$ cat config.mk
export PLATFORM = sky130hd
export DESIGN_NAME = cart_bank_controller_flat
export DESIGN_NICKNAME = d
export VERILOG_FILES = /design/src/sv/cbc_pkg.sv /design/src/sv/cbc_if.sv /design/src/sv/cbc_decode.sv /design/src/sv/cbc_bank_regs.sv /design/src/sv/cart_bank_controller.sv /design/src/flat_wrapper.sv
export SDC_FILE = /design/constraint.sdc
export NUM_CORES = 1
export LEC_CHECK = 0
export BUFFER_PORTS_ARGS = -buffer_cell sky130_fd_sc_hd__buf_4
export CAP_MARGIN = 20
export CORE_MARGIN = 3
export CORE_UTILIZATION = 45
export CTS_CLUSTER_DIAMETER = 120
export CTS_CLUSTER_SIZE = 8
export DETAILED_ROUTE_END_ITERATION = 10
export PLACE_DENSITY = 0.74
export SLEW_MARGIN = 20
export SYNTH_ARGS = -nofsm -noshare
export SYNTH_HDL_FRONTEND = slang
export SYNTH_SLANG_ARGS = --single-unit
$ cat constraint.sdc
create_clock -name clk -period 2.56 [get_ports clk]
set_input_delay 0.128 -clock clk [delete_from_list [all_inputs] [get_ports clk]]
set_output_delay 0.128 -clock clk [all_outputs]
set_load 0.1 [all_outputs]
$ cat src/sv/cbc_pkg.sv
// Cartridge bank controller package: widths, codes and shared types.
// No dependencies; every other file of the block depends on it.
`default_nettype none

package cbc_pkg;

  // Bank register widths
  localparam int ROM_BANK_BITS = 5;
  localparam int RAM_BANK_BITS = 2;

  // Bus and physical address widths
  localparam int ADDR_W       = 16;
  localparam int DATA_W       = 8;
  localparam int ROM_ADDR_W   = 19;
  localparam int RAM_ADDR_W   = 15;
  localparam int ROM_WIN_BITS = 14;  // 16 KiB switchable ROM window
  localparam int RAM_WIN_BITS = 13;  // 8 KiB cartridge RAM window
  localparam int REGION_W     = 3;   // address bits [15:13]

  // Configuration port
  localparam int CFG_IDX_W  = 2;
  localparam int CFG_DATA_W = 8;
  localparam logic [CFG_IDX_W-1:0] CFG_MAPPER_ENABLED = 2'd0;
  localparam logic [CFG_IDX_W-1:0] CFG_RAM_PRESENT    = 2'd1;
  localparam logic [CFG_IDX_W-1:0] CFG_BATTERY_BACKED = 2'd2;

  // 8 KiB regions of the cpu bus
  localparam logic [REGION_W-1:0] REGION_RAM_ENABLE = 3'b000;
  localparam logic [REGION_W-1:0] REGION_ROM_BANK   = 3'b001;
  localparam logic [REGION_W-1:0] REGION_RAM_BANK   = 3'b010;
  localparam logic [REGION_W-1:0] REGION_MODE       = 3'b011;
  localparam logic [REGION_W-1:0] REGION_CART_RAM   = 3'b101;

  localparam logic [3:0] RAM_ENABLE_KEY = 4'hA;

  // Result target codes
  localparam int TARGET_W = 3;
  typedef enum logic [TARGET_W-1:0] {
    TGT_ROM_READ  = 3'd0,
    TGT_RAM_READ  = 3'd1,
    TGT_RAM_WRITE = 3'd2,
    TGT_OPEN_BUS  = 3'd3,
    TGT_NONE      = 3'd4
  } target_t;

  // Access kind
  localparam logic KIND_READ  = 1'b0;
  localparam logic KIND_WRITE = 1'b1;

  typedef struct packed {
    logic              kind;
    logic [ADDR_W-1:0] address;
    logic [DATA_W-1:0] write_data;
  } item_t;

  typedef struct packed {
    logic [TARGET_W-1:0]   target;
    logic [ROM_ADDR_W-1:0] rom_address;
    logic [RAM_ADDR_W-1:0] ram_address;
    logic [DATA_W-1:0]     ram_data;
    logic                  save_pending;
  } result_t;

  typedef struct packed {
    logic mapper_enabled;
    logic ram_present;
    logic battery_backed;
  } cfg_t;

  typedef struct packed {
    logic                     en;
    logic [CFG_IDX_W-1:0]     index;
    logic [CFG_DATA_W-1:0]    data;
  } cfg_wr_t;

  typedef struct packed {
    logic                     ram_enable;
    logic [ROM_BANK_BITS-1:0] rom_bank;
    logic [RAM_BANK_BITS-1:0] ram_bank_value;
    logic                     banking_mode;
    logic [RAM_BANK_BITS-1:0] active_ram_bank;
    logic                     save_flag;
  } bank_state_t;

endpackage

`default_nettype wire

$ cat src/sv/cbc_if.sv
// Valid/ready channel interfaces for bus accesses, results and configuration.
// Depends on cbc_pkg for the field widths.
`default_nettype none

interface cbc_in_if;
  logic                      valid;
  logic                      ready;
  logic                      kind;
  logic [cbc_pkg::ADDR_W-1:0] address;
  logic [cbc_pkg::DATA_W-1:0] write_data;

  modport source (output valid, kind, address, write_data, input ready);
  modport sink   (input valid, kind, address, write_data, output ready);
endinterface

interface cbc_out_if;
  logic                           valid;
  logic                           ready;
  logic [cbc_pkg::TARGET_W-1:0]   target;
  logic [cbc_pkg::ROM_ADDR_W-1:0] rom_address;
  logic [cbc_pkg::RAM_ADDR_W-1:0] ram_address;
  logic [cbc_pkg::DATA_W-1:0]     ram_data;
  logic                           save_pending;

  modport source (output valid, target, rom_address, ram_address, ram_data,
                  save_pending, input ready);
  modport sink   (input valid, target, rom_address, ram_address, ram_data,
                  save_pending, output ready);
endinterface

interface cbc_cfg_if;
  logic                           valid;
  logic                           ready;
  logic [cbc_pkg::CFG_IDX_W-1:0]  index;
  logic [cbc_pkg::CFG_DATA_W-1:0] data;

  modport source (output valid, index, data, input ready);
  modport sink   (input valid, index, data, output ready);
endinterface

`default_nettype wire

$ cat src/sv/cbc_decode.sv
// Access decoder: maps one bus transaction onto ROM, RAM or bank registers.
// Purely combinational; depends on cbc_pkg.
`default_nettype none

module cbc_decode (
  input  cbc_pkg::item_t       item,
  input  cbc_pkg::cfg_t        cfg,
  input  cbc_pkg::bank_state_t state,
  output cbc_pkg::result_t     result,
  output cbc_pkg::bank_state_t state_nxt
);
  import cbc_pkg::*;

  logic [REGION_W-1:0]      region;
  logic [ROM_BANK_BITS-1:0] rom_sel;
  logic [RAM_BANK_BITS-1:0] ram_sel;
  logic                     ram_ok;
  logic [ROM_ADDR_W-1:0]    rom_linear;
  logic [ROM_ADDR_W-1:0]    rom_banked;
  logic [RAM_ADDR_W-1:0]    ram_phys;
  target_t                  tgt;

  assign region  = item.address[ADDR_W-1 -: REGION_W];
  assign rom_sel = item.write_data[ROM_BANK_BITS-1:0];
  assign ram_sel = item.write_data[RAM_BANK_BITS-1:0];
  assign ram_ok  = state.ram_enable & cfg.ram_present;

  // Physical addresses: bank number on top of the window offset
  assign rom_linear = ROM_ADDR_W'(item.address);
  assign rom_banked = ROM_ADDR_W'({state.rom_bank, item.address[ROM_WIN_BITS-1:0]});
  assign ram_phys   = RAM_ADDR_W'({state.active_ram_bank, item.address[RAM_WIN_BITS-1:0]});

  always_comb begin
    state_nxt           = state;
    tgt                 = TGT_NONE;
    result.rom_address  = '0;
    result.ram_address  = '0;
    result.ram_data     = '0;

    if (item.kind == KIND_READ) begin
      // Reads: fixed bank, cart RAM, switchable bank, else open bus
      if (!cfg.mapper_enabled || item.address[ADDR_W-1 -: 2] == 2'b00) begin
        tgt                = TGT_ROM_READ;
        result.rom_address = rom_linear;
      end else if (region == REGION_CART_RAM) begin
        if (ram_ok) begin
          tgt                = TGT_RAM_READ;
          result.ram_address = ram_phys;
        end else begin
          tgt = TGT_OPEN_BUS;
        end
      end else if (!item.address[ADDR_W-1]) begin
        tgt                = TGT_ROM_READ;
        result.rom_address = rom_banked;
      end else begin
        tgt = TGT_OPEN_BUS;
      end
    end else if (cfg.mapper_enabled) begin
      // Writes: bank register programming or RAM store
      case (region)
        REGION_RAM_ENABLE: begin
          state_nxt.ram_enable = (item.write_data[3:0] == RAM_ENABLE_KEY);
        end
        REGION_ROM_BANK: begin
          state_nxt.rom_bank = (rom_sel == '0) ? ROM_BANK_BITS'(1) : rom_sel;
        end
        REGION_RAM_BANK: begin
          state_nxt.ram_bank_value = ram_sel;
          if (state.banking_mode) state_nxt.active_ram_bank = ram_sel;
        end
        REGION_MODE: begin
          state_nxt.banking_mode = item.write_data[0];
          if (item.write_data[0]) state_nxt.active_ram_bank = state.ram_bank_value;
        end
        REGION_CART_RAM: begin
          if (ram_ok) begin
            tgt                = TGT_RAM_WRITE;
            result.ram_address = ram_phys;
            result.ram_data    = item.write_data;
            if (cfg.battery_backed) state_nxt.save_flag = 1'b1;
          end
        end
        default: begin
          tgt = TGT_NONE;
        end
      endcase
    end

    result.target       = tgt;
    result.save_pending = state_nxt.save_flag;
  end

endmodule

`default_nettype wire

$ cat src/sv/cbc_bank_regs.sv
// Configuration and bank state registers of the cartridge bank controller.
// Depends on cbc_pkg.
`default_nettype none

module cbc_bank_regs (
  input  logic                 clk,
  input  logic                 rst_n,
  input  cbc_pkg::cfg_wr_t     cfg_wr,
  input  logic                 upd_en,
  input  cbc_pkg::bank_state_t state_nxt,
  output cbc_pkg::cfg_t        cfg,
  output cbc_pkg::bank_state_t state
);
  import cbc_pkg::*;

  cfg_t        cfg_r;
  bank_state_t state_r;

  // Configuration writes; unknown indexes are dropped
  always_ff @(posedge clk) begin
    if (!rst_n) begin
      cfg_r.mapper_enabled <= 1'b1;
      cfg_r.ram_present    <= 1'b1;
      cfg_r.battery_backed <= 1'b0;
    end else if (cfg_wr.en) begin
      case (cfg_wr.index)
        CFG_MAPPER_ENABLED: cfg_r.mapper_enabled <= cfg_wr.data[0];
        CFG_RAM_PRESENT:    cfg_r.ram_present    <= cfg_wr.data[0];
        CFG_BATTERY_BACKED: cfg_r.battery_backed <= cfg_wr.data[0];
        default:            cfg_r                <= cfg_r;
      endcase
    end
  end

  // Bank state, updated as each transaction completes decode
  always_ff @(posedge clk) begin
    if (!rst_n) begin
      state_r.ram_enable      <= 1'b0;
      state_r.rom_bank        <= ROM_BANK_BITS'(1);
      state_r.ram_bank_value  <= '0;
      state_r.banking_mode    <= 1'b0;
      state_r.active_ram_bank <= '0;
      state_r.save_flag       <= 1'b0;
    end else if (upd_en) begin
      state_r <= state_nxt;
    end
  end

  assign cfg   = cfg_r;
  assign state = state_r;

  // ROM bank zero is never selectable
  a_rom_bank_nonzero: assert property (@(posedge clk) disable iff (!rst_n)
    state_r.rom_bank != '0)
    else $error("ROM bank register holds zero");

  // Save flag stays set until reset
  a_save_sticky: assert property (@(posedge clk) disable iff (!rst_n)
    state_r.save_flag |=> state_r.save_flag)
    else $error("save flag cleared without reset");

  // In mode 1 the active RAM bank tracks the bank value
  a_mode1_tracks: assert property (@(posedge clk) disable iff (!rst_n)
    state_r.banking_mode |-> state_r.active_ram_bank == state_r.ram_bank_value)
    else $error("active RAM bank differs from bank value in mode 1");

endmodule

`default_nettype wire

$ cat src/sv/cart_bank_controller.sv
// Cartridge bank controller: one bus access in, one result out.
// Each transaction passes an input register, then decode into the result register;
// throughput one transaction per cycle while the result channel is not stalled.
// Bank state advances as each access passes decode. Synchronous active-low
// reset restores defaults: mapper on, RAM present, no battery, ROM bank 1.
// Depends on cbc_pkg, cbc_if, cbc_decode and cbc_bank_regs.
`default_nettype none

module cart_bank_controller (
  input  logic      clk,
  input  logic      rst_n,
  cbc_in_if.sink    in_chan,
  cbc_out_if.source out_chan,
  cbc_cfg_if.sink   cfg_chan
);
  import cbc_pkg::*;

  logic        s1_valid_r;
  item_t       s1_item_r;
  logic        out_valid_r;
  result_t     out_res_r;
  logic        advance;
  logic        in_fire;
  cfg_wr_t     cfg_wr;
  cfg_t        cfg;
  bank_state_t state;
  bank_state_t state_nxt;
  result_t     result;

  // Handshake control: decode moves whenever the result register can take it
  assign advance       = s1_valid_r & (~out_valid_r | out_chan.ready);
  assign in_chan.ready = ~s1_valid_r | advance;
  assign in_fire       = in_chan.valid & in_chan.ready;
  assign cfg_chan.ready = 1'b1;

  assign cfg_wr.en    = cfg_chan.valid;
  assign cfg_wr.index = cfg_chan.index;
  assign cfg_wr.data  = cfg_chan.data;

  // Input register
  always_ff @(posedge clk) begin
    if (!rst_n) begin
      s1_valid_r <= 1'b0;
    end else if (in_chan.ready) begin
      s1_valid_r <= in_chan.valid;
    end
  end

  always_ff @(posedge clk) begin
    if (in_fire) begin
      s1_item_r.kind       <= in_chan.kind;
      s1_item_r.address    <= in_chan.address;
      s1_item_r.write_data <= in_chan.write_data;
    end
  end

  cbc_bank_regs u_regs (
    .clk       (clk),
    .rst_n     (rst_n),
    .cfg_wr    (cfg_wr),
    .upd_en    (advance),
    .state_nxt (state_nxt),
    .cfg       (cfg),
    .state     (state)
  );

  cbc_decode u_decode (
    .item      (s1_item_r),
    .cfg       (cfg),
    .state     (state),
    .result    (result),
    .state_nxt (state_nxt)
  );

  // Result register
  always_ff @(posedge clk) begin
    if (!rst_n) begin
      out_valid_r <= 1'b0;
    end else if (advance) begin
      out_valid_r <= 1'b1;
    end else if (out_chan.ready) begin
      out_valid_r <= 1'b0;
    end
  end

  always_ff @(posedge clk) begin
    if (advance) begin
      out_res_r <= result;
    end
  end

  assign out_chan.valid        = out_valid_r;
  assign out_chan.target       = out_res_r.target;
  assign out_chan.rom_address  = out_res_r.rom_address;
  assign out_chan.ram_address  = out_res_r.ram_address;
  assign out_chan.ram_data     = out_res_r.ram_data;
  assign out_chan.save_pending = out_res_r.save_pending;

  // A decoded transaction always lands in the result register
  a_decode_lands: assert property (@(posedge clk) disable iff (!rst_n)
    advance |=> out_valid_r)
    else $error("decoded transaction did not reach the result register");

  // A held input transaction is not dropped while the output stalls
  a_s1_held: assert property (@(posedge clk) disable iff (!rst_n)
    s1_valid_r && !advance |=> s1_valid_r && $stable(s1_item_r))
    else $error("stalled input transaction lost");

endmodule

`default_nettype wire

$ cat src/flat_wrapper.sv
// flat-port wrapper written by rule: the top's interface ports become plain ports
module cart_bank_controller_flat import cbc_pkg::*;
  (clk, rst_n, in_chan_valid, in_chan_kind, in_chan_address, in_chan_write_data, in_chan_ready, out_chan_valid, out_chan_target, out_chan_rom_address, out_chan_ram_address, out_chan_ram_data, out_chan_save_pending, out_chan_ready, cfg_chan_valid, cfg_chan_index, cfg_chan_data, cfg_chan_ready);
  cbc_in_if in_chan_i ();
  cbc_out_if out_chan_i ();
  cbc_cfg_if cfg_chan_i ();
  input  logic clk;
  input  logic rst_n;
  input wire logic [$bits(in_chan_i.valid)-1:0] in_chan_valid;
  input wire logic [$bits(in_chan_i.kind)-1:0] in_chan_kind;
  input wire logic [$bits(in_chan_i.address)-1:0] in_chan_address;
  input wire logic [$bits(in_chan_i.write_data)-1:0] in_chan_write_data;
  output wire logic [$bits(in_chan_i.ready)-1:0] in_chan_ready;
  output wire logic [$bits(out_chan_i.valid)-1:0] out_chan_valid;
  output wire logic [$bits(out_chan_i.target)-1:0] out_chan_target;
  output wire logic [$bits(out_chan_i.rom_address)-1:0] out_chan_rom_address;
  output wire logic [$bits(out_chan_i.ram_address)-1:0] out_chan_ram_address;
  output wire logic [$bits(out_chan_i.ram_data)-1:0] out_chan_ram_data;
  output wire logic [$bits(out_chan_i.save_pending)-1:0] out_chan_save_pending;
  input wire logic [$bits(out_chan_i.ready)-1:0] out_chan_ready;
  input wire logic [$bits(cfg_chan_i.valid)-1:0] cfg_chan_valid;
  input wire logic [$bits(cfg_chan_i.index)-1:0] cfg_chan_index;
  input wire logic [$bits(cfg_chan_i.data)-1:0] cfg_chan_data;
  output wire logic [$bits(cfg_chan_i.ready)-1:0] cfg_chan_ready;
  assign in_chan_i.valid = in_chan_valid;
  assign in_chan_i.kind = in_chan_kind;
  assign in_chan_i.address = in_chan_address;
  assign in_chan_i.write_data = in_chan_write_data;
  assign in_chan_ready = in_chan_i.ready;
  assign out_chan_valid = out_chan_i.valid;
  assign out_chan_target = out_chan_i.target;
  assign out_chan_rom_address = out_chan_i.rom_address;
  assign out_chan_ram_address = out_chan_i.ram_address;
  assign out_chan_ram_data = out_chan_i.ram_data;
  assign out_chan_save_pending = out_chan_i.save_pending;
  assign out_chan_i.ready = out_chan_ready;
  assign cfg_chan_i.valid = cfg_chan_valid;
  assign cfg_chan_i.index = cfg_chan_index;
  assign cfg_chan_i.data = cfg_chan_data;
  assign cfg_chan_ready = cfg_chan_i.ready;
  cart_bank_controller u_core (.clk(clk), .rst_n(rst_n), .in_chan(in_chan_i), .out_chan(out_chan_i), .cfg_chan(cfg_chan_i));
endmodule
==> results.json, run 1 <==
{
  "setup_slack_ps": 816,
  "hold_class": "primary input to flop",
  "grt_max_degree": 27,
  "startpoint_type": "flop",
  "cts_tree": "yes",
  "drt_wl_total_mm": 6.45,
  "maxCapViolCount": 0,
  "crit_chain": "nand2b_1, and2_2, buf_12",
  "place.gp.congestion": 0.827,
  "fin_crit_sh": 0.681,
  "core_um2": 7020,
  "synth_fp_nets": 259,
  "async_flop_share": 0,
  "crit_path_max_incr_delay_ps": 580,
  "synth_edf_count": 71,
  "worst_pin_slew_ps": 652,
  "holdWs_ps": 19.1,
  "fin_tns_setup_ps": 0,
  "row_count": 30,
  "fmax_mhz": 573,
  "yosysTopAreaCell": "edfxtp_1",
  "synth_cells": 219,
  "die_w_um": 92.6,
  "track_usage": 0.160,
  "die-area_um2": 8570,
  "period_needed_ps": 1740,
  "cp_slowest_cell": "and2_2",
  "clk_path_buf_depth": 2,
  "dr_total_vias": 2086,
  "finalSetupViolations": 0,
  "gr-total-overflow": 0,
  "routed-wl-met3_um": 348,
  "antenna_found_initial": 0,
  "total_leakage_power_nw": 1.82,
  "synth_cell_type_count": 40,
  "start_util": 0.481,
  "yosys_register_bits": 88,
  "h-tree-depth": 3,
  "met2_length_mm": 3.31,
  "synth_top_area_share": 0.632,
  "cts.clk_slew.worst_paths_ps": 80,
  "worstPathArrival_ps": 1810,
  "power.density_nw_per_um2": 650,
  "ir_worst_vdd_uv": 416,
  "fin_skew_ps": 8.15,
  "drc": 0,
  "layout_commonest_cell": "buf_4",
  "first_iter_violations": 121,
  "syn_area_per_cell_um2": 15.4,
  "final_antenna_net_count": 0,
  "yosysWarnings": 0,
  "portBuffers": 80,
  "crit_path_end_kind": "flop",
  "avgRoutedWirePerCell_um": 15.0,
  "hold_viol_final": 0,
  "layout_common_cells": "buf_4 (83), edfxtp_1 (71), and2_1 (32)",
  "cts-root-buf": "clkbuf_8",
  "path_class": "flop to flop",
  "seqCellArea_um2": 2470,
  "dp_worst_setup_slack_ps": 766,
  "critPathRequiredTime_ps": 2620,
  "ys.flop_type": "edfxtp_1",
  "synth_area_leaders": "edfxtp_1 (63%), dfxtp_1 (10%), and2_1 (6.1%), mux2i_1 (4.2%), nand2_1 (2.0%)",
  "clkSinkCount": 88,
  "post_cts_buffers": 0,
  "highest_layer": "met4",
  "hpwlAfterDp_mm": 4.30,
  "maxSlewViolCount": 0,
  "diodes": 0,
  "fin_nets": 370,
  "relSlewSlack": 0.565,
  "num-fill-cells": 498,
  "synth-seq-area-share": 0.733,
  "multi_input_area_um2": 838,
  "dr.pass1.iters": 4,
  "drive_gt1_frac": 0.340,
  "critPathMaxFanout": 24,
  "grt_pass1_vias": 2097,
  "cts_buffers": 9,
  "final_cell_area_um2": 4510,
  "insertion_delay_ps": 360,
  "syn_area_um2": 3370,
  "die_height_um": 92.6,
  "rsz0062_at_grt": "no",
  "ios": 89,
  "status": "finished clean",
  "vias_per_cell": 4.84,
  "grt_pass1_wl_mm": 10.2,
  "dpl_cell_area_um2": 4080,
  "drt-met1-wl_mm": 2.67,
  "syn_to_final_growth_pct": 33.7
}
-- cell usage after synthesis, types with 2 or more instances --
| library cell | n |
|---|---|
| a21oi_1 | 3 |
| buf_4 | 5 |
| nor2_1 | 8 |
| nand3b_1 | 3 |
| a41oi_1 | 2 |
| dfxtp_1 | 17 |
| clkbuf_1 | 3 |
| nand4_1 | 2 |
| and2_1 | 33 |
| nand2b_1 | 3 |
| and3_1 | 9 |
| nand2_1 | 18 |
| mux2i_1 | 14 |
| a211oi_2 | 2 |
| edfxtp_1 | 71 |
| nor2b_1 | 2 |
-- final timing paths --
kind / start / endpoint / slack (ps) / cells after the start
max reg2reg: u_core.out_chan.valid$_SDFFE_PN0P_ / u_core.out_chan.ram_address[9]$_DFFE_PP_ / 820 / 3
max: u_core.out_chan.valid$_SDFFE_PN0P_ / u_core.out_chan.ram_address[9]$_DFFE_PP_ / 820 / 3
min: in_chan_valid / u_core.s1_valid_r$_SDFFE_PN0P_ / 20 / 3
min reg2reg: u_core.u_regs.state[10]$_SDFFE_PN0P_ / u_core.u_regs.state[10]$_SDFFE_PN0P_ / 460 / 2
-- stage by stage --
| stage | total power [mW] | instances | utilization |
|---|---|---|---|
| after CTS | 2.95 | 431 | 0.642 |
| final | 2.93 | 431 | 0.643 |
| after global routing | 3.03 | 431 | 0.643 |
| after detailed placement | 2.09 | 389 | 0.581 |
| after global placement | 2.08 | 389 | 0.581 |
| after floorplan | 1.97 | 219 | - |
-- report_power, final --
| group | total (mW) | switching (mW) | internal [mW] | leakage, nW |
|---|---|---|---|---|
| Sequential | 1.64 | 0.0304 | 1.61 | 0.818 |
| Combinational | 0.452 | 0.325 | 0.127 | 0.923 |
| Clock | 0.841 | 0.486 | 0.354 | 0.0765 |
-- kinds of logic after synthesis --
family / Yosys count / share of synthesized area
AO/OA/AOI/OAI: 9 / 0.0226
XOR/XNOR: 1 / 0.00260
buffers and inverters: 11 / 0.0204
flip-flops: 88 / 0.733
multiplexers: 15 / 0.0460
other: 1 / 0.00111
AND/OR/NAND/NOR: 94 / 0.175
-- layout make-up --
type / instances / area share
tap: 96 / 0.0266
inverter: 1 / 0.000832
timing repair buffer: 110 / 0.200
sequential: 88 / 0.548
multi-input combinational: 120 / 0.186
clock inverter: 6 / 0.00971
clock buffer: 10 / 0.0283
-- state kept, by name (all words and copies together), names as in the netlist --
| register | flops |
|---|---|
| u_core.out_chan.ram_address | 15 |
| u_core.out_chan.rom_address | 19 |
| u_core.s1_item_r | 25 |
| u_core.s1_valid_r | 1 |
| u_core.out_chan.valid | 1 |
| u_core.out_chan.save_pending | 1 |
| u_core.u_regs.state | 12 |
| u_core.out_chan.ram_data | 8 |
| u_core.out_chan.target | 3 |
| u_core.u_regs.cfg | 3 |
-- critical path, delay by kind of cell, from the launching register on --
kind,cells,cell delay (ps)
buf+inv,1,250
simple gates,2,840
flops,1,330
-- timing repair --
action / in CTS / in global routing
hold buffers: 26 / 0
hold endpoints to repair: 27 / 0
gates resized for setup: 0 / 0
-- per-layer routing --
metal  vias up  global-route usage
li1       1022                   -
met1       990               0.186
met2        63               0.271
met3        11              0.0552
met4         0              0.0668
met5         -                   0
Note: power is estimated with default switching activity, not from simulation.
==> run 2, diff against run 1 <==
- ABC_AREA: unset -> 1
- clock period: 2.56 -> 1.62 ns (I/O delays scaled with it)
==> run 2 against run 1 <==
Effect of this change: first-iteration DRC count shrank 14%; via count grew 9.9%; clock-buffer cell count shrank 1; register-to-register slack lost 600 ps; final cell count grew 15%; largest power group unchanged.
==> results.json, run 2 <==
{
  "status": "finished clean",
  "syn_area_per_cell_um2": 12.3,
  "r2r_start": "u_core.s1_item_r[24]$_DFFE_PP_",
  "worstPathArrival_ps": 1700,
  "fin_nets": 435,
  "regMostFlops": "u_core.s1_item_r",
  "worst_path_most_repeated_cell": "dlygate4sd3_1",
  "path_class": "primary input to flop",
  "ff2ff_setup_slack_ps": 220,
  "die_height_um": 92.4,
  "dpl_cell_area_um2": 4140,
  "synth_area_leaders": "edfxtp_1 (64%), dfxtp_1 (10%), nor2_1 (5.5%), inv_1 (4.7%), nand2_1 (3.0%)",
  "grt_max_degree": 48,
  "drt_wl_total_mm": 6.49,
  "largest_register_ffs": 25,
  "die_w_um": 92.4,
  "hold_class": "primary input to flop",
  "async_flop_share": 0,
  "cts_buffers": 9,
  "min_to": "u_core.u_regs.state[6]$_SDFFE_PN1P_",
  "clk_path_buf_depth": 2,
  "synth_top_area_share": 0.635,
  "ys.flop_type": "edfxtp_1",
  "cp_top_family": "buffers and inverters",
  "row_count": 30,
  "seqCellArea_um2": 2480,
  "layout_common_cells": "buf_4 (84), edfxtp_1 (71), nor2_1 (49)",
  "cts.clk_slew.worst_paths_ps": 90,
  "yosysWarnings": 0,
  "track_usage": 0.159,
  "num-fill-cells": 533,
  "grt_pass1_vias": 2205,
  "gr-total-overflow": 0,
  "period_needed_ps": 1440,
  "cts_tree": "yes",
  "dr.pass1.iters": 4,
  "start_util": 0.478,
  "crit_path_max_incr_delay_ps": 560,
  "ff2ff_path_depth": 5,
  "fin_skew_ps": 9.54,
  "fmax_mhz": 692,
  "layout_commonest_cell": "buf_4",
  "crit_buf_inv": 3,
  "total_leakage_power_nw": 1.95,
  "insertion_delay_ps": 360,
  "synth_edf_count": 71,
  "clkSinkCount": 88,
  "startpoint_type": "primary input",
  "final_antenna_net_count": 0,
  "maxCapViolCount": 0,
  "synth-seq-area-share": 0.736,
  "power.density_nw_per_um2": 1070,
  "yosysTopAreaCell": "edfxtp_1",
  "maxSlewViolCount": 0,
  "critPathMaxFanout": 4,
  "hold_start": "rst_n",
  "final_cell_area_um2": 4660,
  "post_cts_buffers": 0,
  "die-area_um2": 8530,
  "first_iter_violations": 104,
  "ios": 89,
  "crit_chain": "dlygate4sd3_1, buf_4, o31ai_1, nand3_1, dlygate4sd3_1",
  "synth_cells": 274,
  "place.gp.congestion": 0.813,
  "syn_to_final_growth_pct": 38.7,
  "power_mw": 4.97,
  "core_um2": 7020,
  "critPathRequiredTime_ps": 1870,
  "drive_gt1_frac": 0.313,
  "hold_viol_final": 0,
  "syn_area_um2": 3360,
  "rsz0062_at_grt": "no",
  "cp_slowest_cell": "dlygate4sd3_1",
  "yosysMostFrequentCell": "edfxtp_1",
  "hpwlAfterDp_mm": 4.33,
  "hold_depth": 2,
  "synth_fp_nets": 314,
  "grt_pass1_wl_mm": 10.3,
  "avgRoutedWirePerCell_um": 13.1,
  "ir_worst_vdd_uv": 479,
  "h-tree-depth": 3,
  "multi_input_area_um2": 703,
  "drc": 0,
  "synth_cell_type_count": 22,
  "vias_per_cell": 4.62,
  "yosys_register_bits": 88,
  "cts-root-buf": "clkbuf_8",
  "crit_path_end_kind": "flop",
  "setup_slack_ps": 175,
  "diodes": 0,
  "finalSetupViolations": 0,
  "regToRegEndpoint": "u_core.u_regs.state[6]$_SDFFE_PN1P_",
  "dr_total_vias": 2292,
  "finalNonFillerCells": 496,
  "fin_crit_sh": 0.892,
  "synth_common_cells": "edfxtp_1 (71), nor2_1 (49), inv_1 (42)",
  "place_inst": 451,
  "dp_worst_setup_slack_ps": 234,
  "portBuffers": 80,
  "antenna_found_initial": 0
}
run 2: changes by cell type after synthesis, sizes merged, moves of 14 or more:
| cell | delta |
|---|---|
| inv | +44 |
| nand3 | +14 |
| nor3 | +17 |
| mux2i | -14 |
| and2 | -34 |
| nor2 | +43 |
run 2: metrics by stage:
stage | hold slack [ps] | util | setup TNS [ps]
finish | 17.4 | 0.663 | 0
CTS | 7.71 | 0.663 | 0
floorplan | 180 | - | -8790
global placement | 260 | 0.590 | 0
detailed placement | 260 | 0.590 | 0
global route | 9.22 | 0.663 | 0
run 2: routing by layer:
metal,track usage,part of all wire
met5,0,0
met4,0.0730,0.023
met3,0.0463,0.052
met2,0.271,0.49
met1,0.186,0.43
run 2: how the worst max path moves through the flow:
stage / from / to / slack (ps) / depth (start not counted)
6_report: cfg_chan_index[1] / u_core.u_regs.cfg[1]$_SDFFE_PN1P_ / 180 / 5
5_1_grt: u_core.s1_item_r[21]$_DFFE_PP_ / u_core.out_chan.ram_address[14]$_DFFE_PP_ / 80 / 5
4_1_cts: cfg_chan_index[1] / u_core.u_regs.cfg[1]$_SDFFE_PN1P_ / 200 / 5
3_5_place_dp: u_core.s1_item_r[21]$_DFFE_PP_ / u_core.out_chan.target[1]$_DFFE_PP_ / 230 / 6
3_3_place_gp: u_core.s1_item_r[21]$_DFFE_PP_ / u_core.out_chan.target[1]$_DFFE_PP_ / 260 / 6
2_1_floorplan: u_core.out_chan.valid$_SDFFE_PN0P_ / u_core.s1_item_r[0]$_DFFE_PP_ / -170 / 3
run 2: cell families after synthesis:
logic type / synth area share
compound gates: 0.0365
buf+inv: 0.0611
flops: 0.736
other cells: 0.00112
simple gates: 0.165
run 2: what timing repair did:
| action | 4_1_cts | 5_1_grt |
|---|---|---|
| resized for setup | 0 | 0 |
| hold buffers | 29 | 0 |
| endpoints found under the setup margin | 0 | 0 |
| hold endpoints to repair | 28 | 0 |
run 2: worst register-to-register path, cell delays in order (launching register included):
cell and delay (ps):
edfxtp_1 510, nand3_1 300, nor2_4 220, inv_1 120, nand2_1 70, nand3_1 70
run 2: layout make-up:
class	instances	area share
sequential	88	0.532
timing repair buffer	115	0.206
multi-input combinational	136	0.151
inverter	45	0.0363
clock buffer	9	0.0266
tap	96	0.0258
clock inverter	7	0.0220
run 2: report_power, final:
group / total (mW) / switching [mW] / internal, mW
combinational: 0.693 / 0.498 / 0.195
sequential: 2.58 / 0.0440 / 2.54
clock: 1.70 / 0.815 / 0.884
